File: src/hw/rtl/ffp_pkg.sv
// Shared constants and types for the formaldehyde sensor frame parser.
// No dependencies; used by ffp_framer, ffp_level and the top level.
package ffp_pkg;

    // Frame marker bytes
    localparam logic [7:0] HDR_BYTE    = 8'hFF;
    localparam logic [7:0] TYPE_POLLED = 8'h86;
    localparam logic [7:0] TYPE_UPLOAD = 8'h17;

    // Frame position codes (byte index within a nine-byte frame)
    localparam int unsigned POS_W = 4;
    localparam logic [POS_W-1:0] POS_HUNT       = 4'd0;
    localparam logic [POS_W-1:0] POS_TYPE       = 4'd1;
    localparam logic [POS_W-1:0] POS_BODY_FIRST = 4'd2;
    localparam logic [POS_W-1:0] POS_KEEP_FIRST = 4'd4;
    localparam logic [POS_W-1:0] POS_BODY_LAST  = 4'd7;
    localparam logic [POS_W-1:0] POS_CHECK      = 4'd8;

    // Frame kind flag
    localparam logic KIND_POLLED = 1'b0;
    localparam logic KIND_UPLOAD = 1'b1;

    // Configuration register indexes
    localparam int unsigned CFG_IDX_W = 2;
    localparam logic [CFG_IDX_W-1:0] CFG_GOOD_LIMIT = 2'd0;
    localparam logic [CFG_IDX_W-1:0] CFG_FAIR_LIMIT = 2'd1;
    localparam logic [CFG_IDX_W-1:0] CFG_OVER_LIMIT = 2'd2;

    // Register reset values (0.04, 0.08 and 0.2 in units of 0.0001)
    localparam logic [15:0] GOOD_LIMIT_RST = 16'd400;
    localparam logic [15:0] FAIR_LIMIT_RST = 16'd800;
    localparam logic [15:0] OVER_LIMIT_RST = 16'd2000;

    // Level codes
    localparam logic [1:0] LEVEL_GOOD     = 2'd0;
    localparam logic [1:0] LEVEL_FAIR     = 2'd1;
    localparam logic [1:0] LEVEL_EXCEEDED = 2'd2;
    localparam logic [1:0] LEVEL_SEVERE   = 2'd3;

    // Framer to top: outcome of one processed byte
    typedef struct packed {
        logic        done;    // this byte closed a frame
        logic        ok;      // checksum matched
        logic        kind;    // frame kind of the closed frame
        logic [15:0] conc;    // stored concentration after this byte
    } t_frame_res;

endpackage

File: src/hw/rtl/ffp_framer.sv
// Frame tracker: header hunt, type check, running checksum and value capture.
// Depends on ffp_pkg.
module ffp_framer (
    input  logic                 i_clk,
    input  logic                 i_rst_n,
    input  logic                 i_en,
    input  logic [7:0]           i_byte,
    output ffp_pkg::t_frame_res  o_res
);

    logic [ffp_pkg::POS_W-1:0] r_pos;
    logic [ffp_pkg::POS_W-1:0] n_pos;
    logic [ffp_pkg::POS_W-1:0] w_pos;
    logic                      r_kind;
    logic                      n_kind;
    logic [7:0]                r_sum;
    logic [7:0]                n_sum;
    logic [15:0]               r_conc;
    logic [15:0]               n_conc;
    logic [7:0]                r_bytes [4];   // frame bytes 4 to 7
    logic                      w_keep;
    logic                      w_done;
    logic                      w_ok;

    // Positions beyond the check byte cannot arise; treat them as hunting
    assign w_pos  = (r_pos > ffp_pkg::POS_CHECK) ? ffp_pkg::POS_HUNT : r_pos;
    assign w_keep = (w_pos >= ffp_pkg::POS_KEEP_FIRST) && (w_pos <= ffp_pkg::POS_BODY_LAST);
    assign w_ok   = (8'(-r_sum) == i_byte);

    // Next-state decode per byte position
    always_comb begin
        n_pos  = r_pos;
        n_kind = r_kind;
        n_sum  = r_sum;
        n_conc = r_conc;
        w_done = 1'b0;
        unique case (w_pos) inside
            ffp_pkg::POS_HUNT: begin
                n_pos = (i_byte == ffp_pkg::HDR_BYTE) ? ffp_pkg::POS_TYPE : ffp_pkg::POS_HUNT;
            end
            ffp_pkg::POS_TYPE: begin
                if (i_byte == ffp_pkg::TYPE_POLLED) begin
                    n_kind = ffp_pkg::KIND_POLLED;
                    n_sum  = i_byte;
                    n_pos  = ffp_pkg::POS_BODY_FIRST;
                end else if (i_byte == ffp_pkg::TYPE_UPLOAD) begin
                    n_kind = ffp_pkg::KIND_UPLOAD;
                    n_sum  = i_byte;
                    n_pos  = ffp_pkg::POS_BODY_FIRST;
                end else begin
                    n_pos = ffp_pkg::POS_HUNT;
                end
            end
            [ffp_pkg::POS_BODY_FIRST:ffp_pkg::POS_BODY_LAST]: begin
                n_sum = r_sum + i_byte;
                n_pos = w_pos + 4'd1;
            end
            ffp_pkg::POS_CHECK: begin
                n_pos  = ffp_pkg::POS_HUNT;
                w_done = 1'b1;
                if (w_ok) begin
                    if (r_kind == ffp_pkg::KIND_POLLED) begin
                        n_conc = {r_bytes[2], r_bytes[3]};
                    end else begin
                        n_conc = {r_bytes[0], r_bytes[1]};
                    end
                end
            end
            default: begin
                n_pos = (i_byte == ffp_pkg::HDR_BYTE) ? ffp_pkg::POS_TYPE : ffp_pkg::POS_HUNT;
            end
        endcase
    end

    // Control state
    always_ff @(posedge i_clk) begin
        if (!i_rst_n) begin
            r_pos  <= ffp_pkg::POS_HUNT;
            r_kind <= ffp_pkg::KIND_POLLED;
            r_sum  <= 8'd0;
            r_conc <= 16'd0;
        end else if (i_en) begin
            r_pos  <= n_pos;
            r_kind <= n_kind;
            r_sum  <= n_sum;
            r_conc <= n_conc;
        end
    end

    // Value bytes, kept only where a concentration can come from
    always_ff @(posedge i_clk) begin
        if (i_en && w_keep) begin
            r_bytes[w_pos[1:0]] <= i_byte;
        end
    end

    assign o_res.done = w_done;
    assign o_res.ok   = w_ok;
    assign o_res.kind = r_kind;
    assign o_res.conc = n_conc;

endmodule

File: src/hw/rtl/ffp_level.sv
// Four-band level of a concentration against three limits, tested in order.
// Depends on ffp_pkg.
module ffp_level (
    input  logic [15:0] i_conc,
    input  logic [15:0] i_good_limit,
    input  logic [15:0] i_fair_limit,
    input  logic [15:0] i_over_limit,
    output logic [1:0]  o_level
);

    // First limit that holds sets the band
    always_comb begin
        if (i_conc < i_good_limit) begin
            o_level = ffp_pkg::LEVEL_GOOD;
        end else if (i_conc < i_fair_limit) begin
            o_level = ffp_pkg::LEVEL_FAIR;
        end else if (i_conc < i_over_limit) begin
            o_level = ffp_pkg::LEVEL_EXCEEDED;
        end else begin
            o_level = ffp_pkg::LEVEL_SEVERE;
        end
    end

endmodule

File: src/hw/rtl/formaldehyde_frame_parser.sv
// Formaldehyde sensor frame parser, top level.
// The checksum byte passes through the input register and then the result register before its result beat.
// Throughput: one byte beat per cycle; the input register stalls only while a
// result beat waits at the output register.
// Reset (synchronous, active low): hunting for a header, sum and concentration
// zero, limits 400 / 800 / 2000. Depends on ffp_pkg, ffp_framer, ffp_level.
module formaldehyde_frame_parser (
    input  logic        i_clk,
    input  logic        i_rst_n,
    // Byte stream in
    input  logic        s_axis_tvalid,
    output logic        s_axis_tready,
    input  logic [7:0]  s_axis_tdata,   // [7:0] rx_byte
    // Frame results out
    output logic        m_axis_tvalid,
    input  logic        m_axis_tready,
    output logic [23:0] m_axis_tdata,   // [0] check_ok, [16:1] concentration, [18:17] level
    output logic [0:0]  m_axis_tuser,   // [0] frame_kind
    // Configuration writes
    input  logic        i_cfg_we,
    input  logic [1:0]  i_cfg_index,
    input  logic [15:0] i_cfg_data
);

    logic                r_good_limit;
    logic [15:0]         r_good_lim;
    logic [15:0]         r_fair_lim;
    logic [15:0]         r_over_lim;
    logic                r_in_valid;
    logic [7:0]          r_in_byte;
    logic                r_out_valid;
    logic                r_out_ok;
    logic                r_out_kind;
    logic [15:0]         r_out_conc;
    logic [1:0]          r_out_level;
    logic                w_stall;
    logic                w_proc;
    logic [1:0]          w_level;
    ffp_pkg::t_frame_res w_res;

    // Limit registers
    always_ff @(posedge i_clk) begin
        if (!i_rst_n) begin
            r_good_lim <= ffp_pkg::GOOD_LIMIT_RST;
            r_fair_lim <= ffp_pkg::FAIR_LIMIT_RST;
            r_over_lim <= ffp_pkg::OVER_LIMIT_RST;
        end else if (i_cfg_we) begin
            unique case (i_cfg_index)
                ffp_pkg::CFG_GOOD_LIMIT: r_good_lim <= i_cfg_data;
                ffp_pkg::CFG_FAIR_LIMIT: r_fair_lim <= i_cfg_data;
                ffp_pkg::CFG_OVER_LIMIT: r_over_lim <= i_cfg_data;
                default: ;
            endcase
        end
    end

    // Marker registered from a write to the good-limit register; low otherwise
    always_ff @(posedge i_clk) begin
        if (!i_rst_n) begin
            r_good_limit <= 1'b0;
        end else begin
            r_good_limit <= i_cfg_we && (i_cfg_index == ffp_pkg::CFG_GOOD_LIMIT);
        end
    end

    // Whole pipe holds while a result beat is refused
    assign w_stall       = r_out_valid && !m_axis_tready;
    assign s_axis_tready = !w_stall;
    assign w_proc        = r_in_valid && !w_stall;

    // Input register
    always_ff @(posedge i_clk) begin
        if (!i_rst_n) begin
            r_in_valid <= 1'b0;
        end else if (!w_stall) begin
            r_in_valid <= s_axis_tvalid;
        end
    end

    always_ff @(posedge i_clk) begin
        if (s_axis_tvalid && s_axis_tready) begin
            r_in_byte <= s_axis_tdata;
        end
    end

    ffp_framer u_framer (
        .i_clk   (i_clk),
        .i_rst_n (i_rst_n),
        .i_en    (w_proc),
        .i_byte  (r_in_byte),
        .o_res   (w_res)
    );

    ffp_level u_level (
        .i_conc       (w_res.conc),
        .i_good_limit (r_good_lim),
        .i_fair_limit (r_fair_lim),
        .i_over_limit (r_over_lim),
        .o_level      (w_level)
    );

    // Result register
    always_ff @(posedge i_clk) begin
        if (!i_rst_n) begin
            r_out_valid <= 1'b0;
        end else if (!w_stall) begin
            r_out_valid <= w_proc && w_res.done;
        end
    end

    always_ff @(posedge i_clk) begin
        if (w_proc && w_res.done) begin
            r_out_ok    <= w_res.ok;
            r_out_kind  <= w_res.kind;
            r_out_conc  <= w_res.conc;
            r_out_level <= w_level;
        end
    end

    assign m_axis_tvalid = r_out_valid;
    assign m_axis_tdata  = {5'd0, r_out_level, r_out_conc, r_out_ok};
    assign m_axis_tuser  = r_out_kind;

    // A new result beat only follows a byte held in the input register
    a_result_has_source: assert property (@(posedge i_clk) disable iff (!i_rst_n)
        (m_axis_tvalid && !$past(m_axis_tvalid)) |-> $past(r_in_valid))
        else $error("result beat without a processed byte");

    // A byte in the input register is not dropped while the output stalls
    a_byte_kept_on_stall: assert property (@(posedge i_clk) disable iff (!i_rst_n)
        (r_in_valid && w_stall) |=> (r_in_valid && $stable(r_in_byte)))
        else $error("pending byte lost during stall");

    // Limit write strobe only follows a write to the first register
    a_cfg_strobe: assert property (@(posedge i_clk) disable iff (!i_rst_n)
        r_good_limit |-> $past(i_cfg_we))
        else $error("limit write marker without a write");

endmodule

File: config.mk
export PLATFORM = sky130hd
export DESIGN_NAME = formaldehyde_frame_parser
export DESIGN_NICKNAME = d
export VERILOG_FILES = /design/src/hw/rtl/ffp_pkg.sv /design/src/hw/rtl/ffp_framer.sv /design/src/hw/rtl/ffp_level.sv /design/src/hw/rtl/formaldehyde_frame_parser.sv
export SDC_FILE = /design/constraint.sdc
export NUM_CORES = 1
export LEC_CHECK = 0
export BUFFER_PORTS_ARGS = -buffer_cell sky130_fd_sc_hd__buf_2
export CAP_MARGIN = 10
export CORE_AREA = 2 2 138 140
export DETAILED_ROUTE_END_ITERATION = 7
export DIE_AREA = 0 0 140 142
export PLACE_DENSITY = 0.55
export SETUP_SLACK_MARGIN = 0.02
export SYNTH_ARGS = -nofsm -noshare
export SYNTH_HDL_FRONTEND = slang
export SYNTH_SLANG_ARGS = --single-unit
File: constraint.sdc
create_clock -name i_clk -period 4.4 [get_ports i_clk]
set_clock_uncertainty 0.05 [all_clocks]
set_input_delay 0.44 -clock i_clk [delete_from_list [all_inputs] [get_ports i_clk]]
set_output_delay 0.44 -clock i_clk [all_outputs]
set_load 0.05 [all_outputs]
After elaboration in Yosys (flattened, before gate mapping)
Memory sizes are Yosys's and may differ from the RTL's.
Index checks and enable logic that the tools add are counted.
- bits in registers: 107
- logic and storage cells: 71
- memories: 1
- bits of input ports: 31
- RAM bits: 32
- output and inout bits: 27
- memories (memory ; depth ; bits a word ; read ports ; clocked after memory_dff ; write ports ; RTL line ; source):
    u_framer.r_bytes ; 4 ; 8 ; 4 ; 0 ; 1 ; ffp_framer.sv:20 ; logic [7:0] r_bytes [4];
- magnitude comparators: 7
- reduce and logical (&&, ||, !) cells: 18
- equal/unequal tests: 9
- $add $sub $neg: 3
- mux-type cells: 18
- operator list (kind ; number):
    $lt 16x16->1 ; 3
    $mux 16 ; 3
    $eq 8x8->1 const B ; 2
    $mux 8 ; 2
    $pmux 8 s2 ; 1
    $pmux 4 s3 ; 1
    $add 8x8->8 ; 1
    $eq 8x5->1 const B ; 1
    $eq 8x8->1 ; 1
    $mux 1 ; 8
    $mux 4 ; 2
    $neg 8->8 ; 1
    $logic_and 1x1->1 ; 7
    $reduce_and 2->1 ; 3
    $reduce_and 3->1 ; 2
    $add 4x1->4 const B ; 1
    $eq 4x1->1 const B ; 1
    $eq 4x4->1 const B ; 1
    $ge 4x2->1 const B ; 1
    $ge 4x3->1 const B ; 1
    $gt 4x4->1 const B ; 1
    $le 4x3->1 const B ; 1
    $reduce_bool 2->1 ; 2
    $ne 3x3->1 const B ; 1
    other kinds (6) ; 7

Longest topological paths before layout
- depth after elaboration: 7
- mapped depth: 19
- depth with buffers taken out: 18

Cells and area by module
Synthesis repeated with hierarchy kept, for this count alone.
- cell total of the unflattened synthesis: 717
- area total of the unflattened synthesis: 7161.9 sq um
- modules (own cells, without submodules) (module ; cells an instance ; instances ; seq. area each (sq um) ; area each (sq um)):
    ffp_framer ; 337 ; 1 ; 1541.5 ; 3315.7
    formaldehyde_frame_parser ; 224 ; 1 ; 1841.8 ; 2658.8
    ffp_level ; 156 ; 1 ; 0.0 ; 1187.4

Least setup slack after synthesis
OpenSTA, ideal clock, no wires.
- path kind: reg-to-reg
- start: register u_framer.r_sum[1]
- end: register r_out_level[1], data pin
- cell stages (with the launch flop): 20
- library setup time: 0.255 ns
- slack: 0.038 ns
- arrival: 4.058 ns
- data required time: 4.095 ns
- buffers on the path: 1
- period minus slack after synthesis: 4.362 ns
- path through: dfxtp_1 inv_1 ha_1 or4b_1 nor3_1 a2111oi_2 a2111oi_4 nand2_4 buf_6 a211oi_2 nor2_1 ha_1 a21o_1 a21o_1 a21oi_1 nand2_1 o21ai_0 o31a_1 or3b_1 and2_1
- cells in the longest elaborated chain, start to end: 6
- elaborated cells between the ends (all ways): 7
- classes of those cells: add/sub: 1; order compare: 2; eq/ne: 1; mux: 2; reduce/logical: 1
- RTL lines (what ; RTL line ; source):
    start: declaration ; ffp_framer.sv:16 ; logic [7:0] r_sum;
    start signal: assignment ; ffp_framer.sv:85 ; r_sum <= n_sum;
    $neg 8->8 * ; ffp_framer.sv:28 ; assign w_ok = (8'(-r_sum) == i_byte);
    $eq 8x8->1 * ; ffp_framer.sv:28 ;
    $mux 16 * ; ffp_framer.sv:61 ; if (w_ok) begin
    $mux 16 * ; ffp_framer.sv:37 ; unique case (w_pos) inside
    via u_framer.n_conc[5] ; ffp_framer.sv:19 ; logic [15:0] n_conc;
    $lt 16x16->1 (on tied branches) ; ffp_level.sv:15, ffp_level.sv:13 ;
    $reduce_or 2->1 (no source line) * ; - ;
    end signal: assignment ; formaldehyde_frame_parser.sv:116 ; r_out_level <= w_level;
    end: declaration ; formaldehyde_frame_parser.sv:35 ; logic [1:0] r_out_level;
Mark *: on every way through the listed nets, which the timed path passes. The rest lies on a longest branch.
A chain may end at the register's enable or synchronous reset.

Final worst setup path
- start: register u_framer.r_sum[2]
- end: register r_out_level[1], data pin
The elaborated chain is that of the path after synthesis.

==> flow_summary_export.csv <==
group,metric,value,unit
cts,insertion_delay,420,ps
job,max-cap-violations,0,
cts,clockBufferDepth,2,
cts,cts_sinks,139,
cells_and_area,layout_commonest_cell,"nand2_1",
cells_and_area,antennaDiodeCount,0,
sta,setup_tns,0,ps
synth,ys_ff_latch,139,
critical_path,arrival,4430,ps
critical_path,crit_path_max_incr_delay,580,ps
routing,viasPerCell,5.34,
critical_path,regToRegEndpoint,"r_out_level[1]",
routing,ant_nets,0,
critical_path,startpoint,"u_framer.r_sum[2]",
sta,worstMarginPinSlew,1100,ps
cts,cts_tree,"built",
synth,synthTopCellsByArea,"edfxtp_1 25%, dfxtp_1 22%, ha_1 9.8%, nand2_1 6.3%, a21boi_0 3.8%",
critical_path,rr_startpoint,"u_framer.r_sum[2]",
pwr,swShare,0.240,
critical_path,crit_path_max_fanout,8,
synth,async_flop_share,0,
critical_path,crit_path_frequent_cell,"o21ai_1",
critical_path,cp_num_cells,16,
critical_path,setup.worst_path.start_class,"flip-flop",
grt,antenna_found_initial,0,
critical_path,end_kind,"flip-flop",
sta,hold_ws,140,ps
critical_path,rrSetupSlack,110,ps
routing,dr.pass1.iters,8,
synth,yosys.area.top_type,"edfxtp_1",
synth,syn_inst,756,
sta,slew_viol_final,0,
floorplan,coreArea,0.0185,mm^2
pwr,internal-power,2310,uW
synth,ys_types,60,
sta,post-route-min-period,4290,ps
routing,wirelength,18600,um
floorplan,die_x,140,um
outcome,violations,"DRC",
min_path,hold_path_startpoint,"s_axis_tdata[1]",
grt,gr-total-overflow,0,
cells_and_area,ff_latch_area,0.00338,mm^2
cts,clockRootBuffer,"clkbuf_16",
placed_design,place_hpwl,12900,um
min_path,hold_class,"input port to flip-flop",
outcome,status,"finished with violations",
cts,htreeDepth,4,
routing,wl_per_cell,17.3,um
grt,grt_first_pass_wirelength,28900,um
synth,ys_seq_area_frac,0.466,
sta,hold_viol,0,
pwr,total_leakage_power,0.00339,uW
grt,grt_max_degree,76,
critical_path,crit_required,4530,ps
routing,drc,5,
pwr,p_clk_frac,0.456,
cells_and_area,syn_to_final_growth,21.5,%
cells_and_area,drive_gt1_frac,0.202,
floorplan,chipHeight,142,um
floorplan,initial_core_util,0.393,
floorplan,io_pins,58,
pwr,power_frac_seq,0.457,
sta,setup_viol,0,
floorplan,fp-row-count,50,
placed_design,gp_congestion,0.850,
critical_path,cp_top_family,"compound AO/OA/AOI/OAI gates",
sta,fmax,233,MHz
synth,yosys_most_used_dff,"dfxtp_1",
cells_and_area,n_fill_cell,1668,
floorplan,dieArea,0.0199,mm^2
critical_path,path_buf_inv,1,
placed_design,portBuffers,52,
synth,syn-cell-area,0.00726,mm^2
pwr,power.switching,728,uW
grt,first_global_vias,5505,
sta,slew_headroom,0.258,
critical_path,cp_cell_sequence,"or4_4 -> o21ai_1 -> o211ai_1 -> a2111oi_4 -> clkbuf_16 -> nand2_8 -> a211oi_4 -> nor2_2 -> ha_1 -> and4_1 -> a21oi_2 -> nand2_1 -> a221oi_1 -> o21ai_1 -> a41o_1 -> and2_1",
synth,syn_area_per_cell,9.60,um^2
pwr,combPwrFrac,0.087,
synth,synth_top_area_frac,0.248,
pwr,pwr_density_cell,344,mW/mm^2
grt,track_usage,0.186,
synth,yosysWarningCount,0,
pwr,ir_drop,0.263,mV
critical_path,critPathCapture,"r_out_level[1]",
routing,vias,5722,
critical_path,critPathKind,"flip-flop to flip-flop",
cells_and_area,layout_common_cells,"122 x nand2_1, 78 x dfxtp_1, 60 x edfxtp_1",
cts,path_clk_slew,60,ps
synth,synth_enable_flop_cells,60,
critical_path,r2r_cells,16,
cells_and_area,multi_input_area,0.00379,mm^2
cts,cts_buffers,17,
sta,final.period_utilization,0.976,
cells_and_area,fin_nets,914,
routing,drt_iter0_markers,353,
critical_path,cp_slowest_cell,"or4_4",
==> power by group through the flow <==
stage	clock [uW]	sequential, uW	combinational (uW)
after floorplan	0	1420	161
after global placement	0	1410	245
after detailed placement	0	1410	252
after CTS	1410	1390	255
after global routing	1460	1390	293
final	1380	1390	265
==> cell usage after synthesis (all sizes together) (3+ instances only) <==
cell	count
nand2	123
dfxtp	79
edfxtp	60
ha	57
inv	57
a21oi	45
a21boi	38
nor2	38
clkbuf	26
nor2b	25
and2	23
a211oi	18
o21ai	17
o31ai	17
o211ai	16
a21o	15
buf	12
nand4	11
xnor2	8
nand3	6
nor3	6
nand2b	5
xor2	5
a311oi	3
mux2i	3
nand3b	3
nor3b	3
nor4	3
o21a	3
==> through the flow <==
| stage | instance area, um^2 | power [uW] | std cells | util | setup slack, ps |
|---|---|---|---|---|---|
| after floorplan | 7270 | 1580 | 760 | - | 37.7 |
| after global placement | 7860 | 1660 | 1034 | 0.426 | 105 |
| after detailed placement | 7860 | 1670 | 1034 | 0.426 | -51.7 |
| after CTS | 8470 | 3050 | 1068 | 0.459 | 26.4 |
| after global routing | 8810 | 3140 | 1072 | 0.478 | -45.8 |
| final | 8810 | 3040 | 1072 | 0.478 | 105 |
==> layer usage <==
| layer | vias to the layer above | wire length [um] | track usage |
|---|---|---|---|
| li1 | 2784 | - | - |
| met1 | 2756 | 8830 | 0.253 |
| met2 | 154 | 8520 | 0.297 |
| met3 | 28 | 915 | 0.0431 |
| met4 | 0 | 327 | 0.0579 |
| met5 | - | 0 | 0 |
==> sequential cells by signal, indices dropped and copies added (netlist names), 2 cells and up <==
| name | flops |
|---|---|
| r_in_byte | 8 |
| r_out_level | 2 |
| u_framer.r_sum | 8 |
| u_framer.r_conc | 16 |
| r_fair_lim | 16 |
| r_good_lim | 16 |
| u_framer.r_bytes | 32 |
| r_out_conc | 16 |
| u_framer.r_pos | 4 |
| r_over_lim | 16 |
==> cell type report <==
class	instances	share of cell area
tap	234	0.0332
clock inverter	14	0.0146
inverter	57	0.0243
clock buffer	18	0.0498
multi-input combinational	526	0.431
sequential	139	0.384
timing repair buffer	84	0.0636
==> how the worst min path moves through the flow <==
| stage | endpoint | slack, ps | cells past startpoint |
|---|---|---|---|
| after floorplan | r_good_lim[10] | 390 | 2 |
| after CTS | r_in_byte[1] | 130 | 1 |
| after global routing | r_in_byte[1] | 130 | 1 |
| after detailed placement | r_over_lim[11] | 410 | 2 |
| final | r_in_byte[1] | 140 | 1 |
| after global placement | r_fair_lim[4] | 410 | 2 |
==> cell families after synthesis <==
logic type,Yosys count,synth area share
adder cells (fa/ha/maj),58,0.101
AND/OR/NAND/NOR,258,0.171
multiplexers,3,0.00414
AO/OA/AOI/OAI,189,0.187
flip-flops,139,0.466
other,1,0.000517
XOR/XNOR,13,0.0157
buffers and inverters,95,0.0538
==> what timing repair did <==
| action | CTS | global route |
|---|---|---|
| gates resized for setup | 3 | 59 |
| buffers inserted | 2 | 3 |
| cloned | 0 | 1 |
| endpoints found under the setup margin | 2 | 2 |
| pin swaps | 1 | 19 |
| hold endpoints to repair | 0 | 0 |
| hold buffers | 0 | 0 |
No activity file was read; power rests on OpenSTA's default activity.
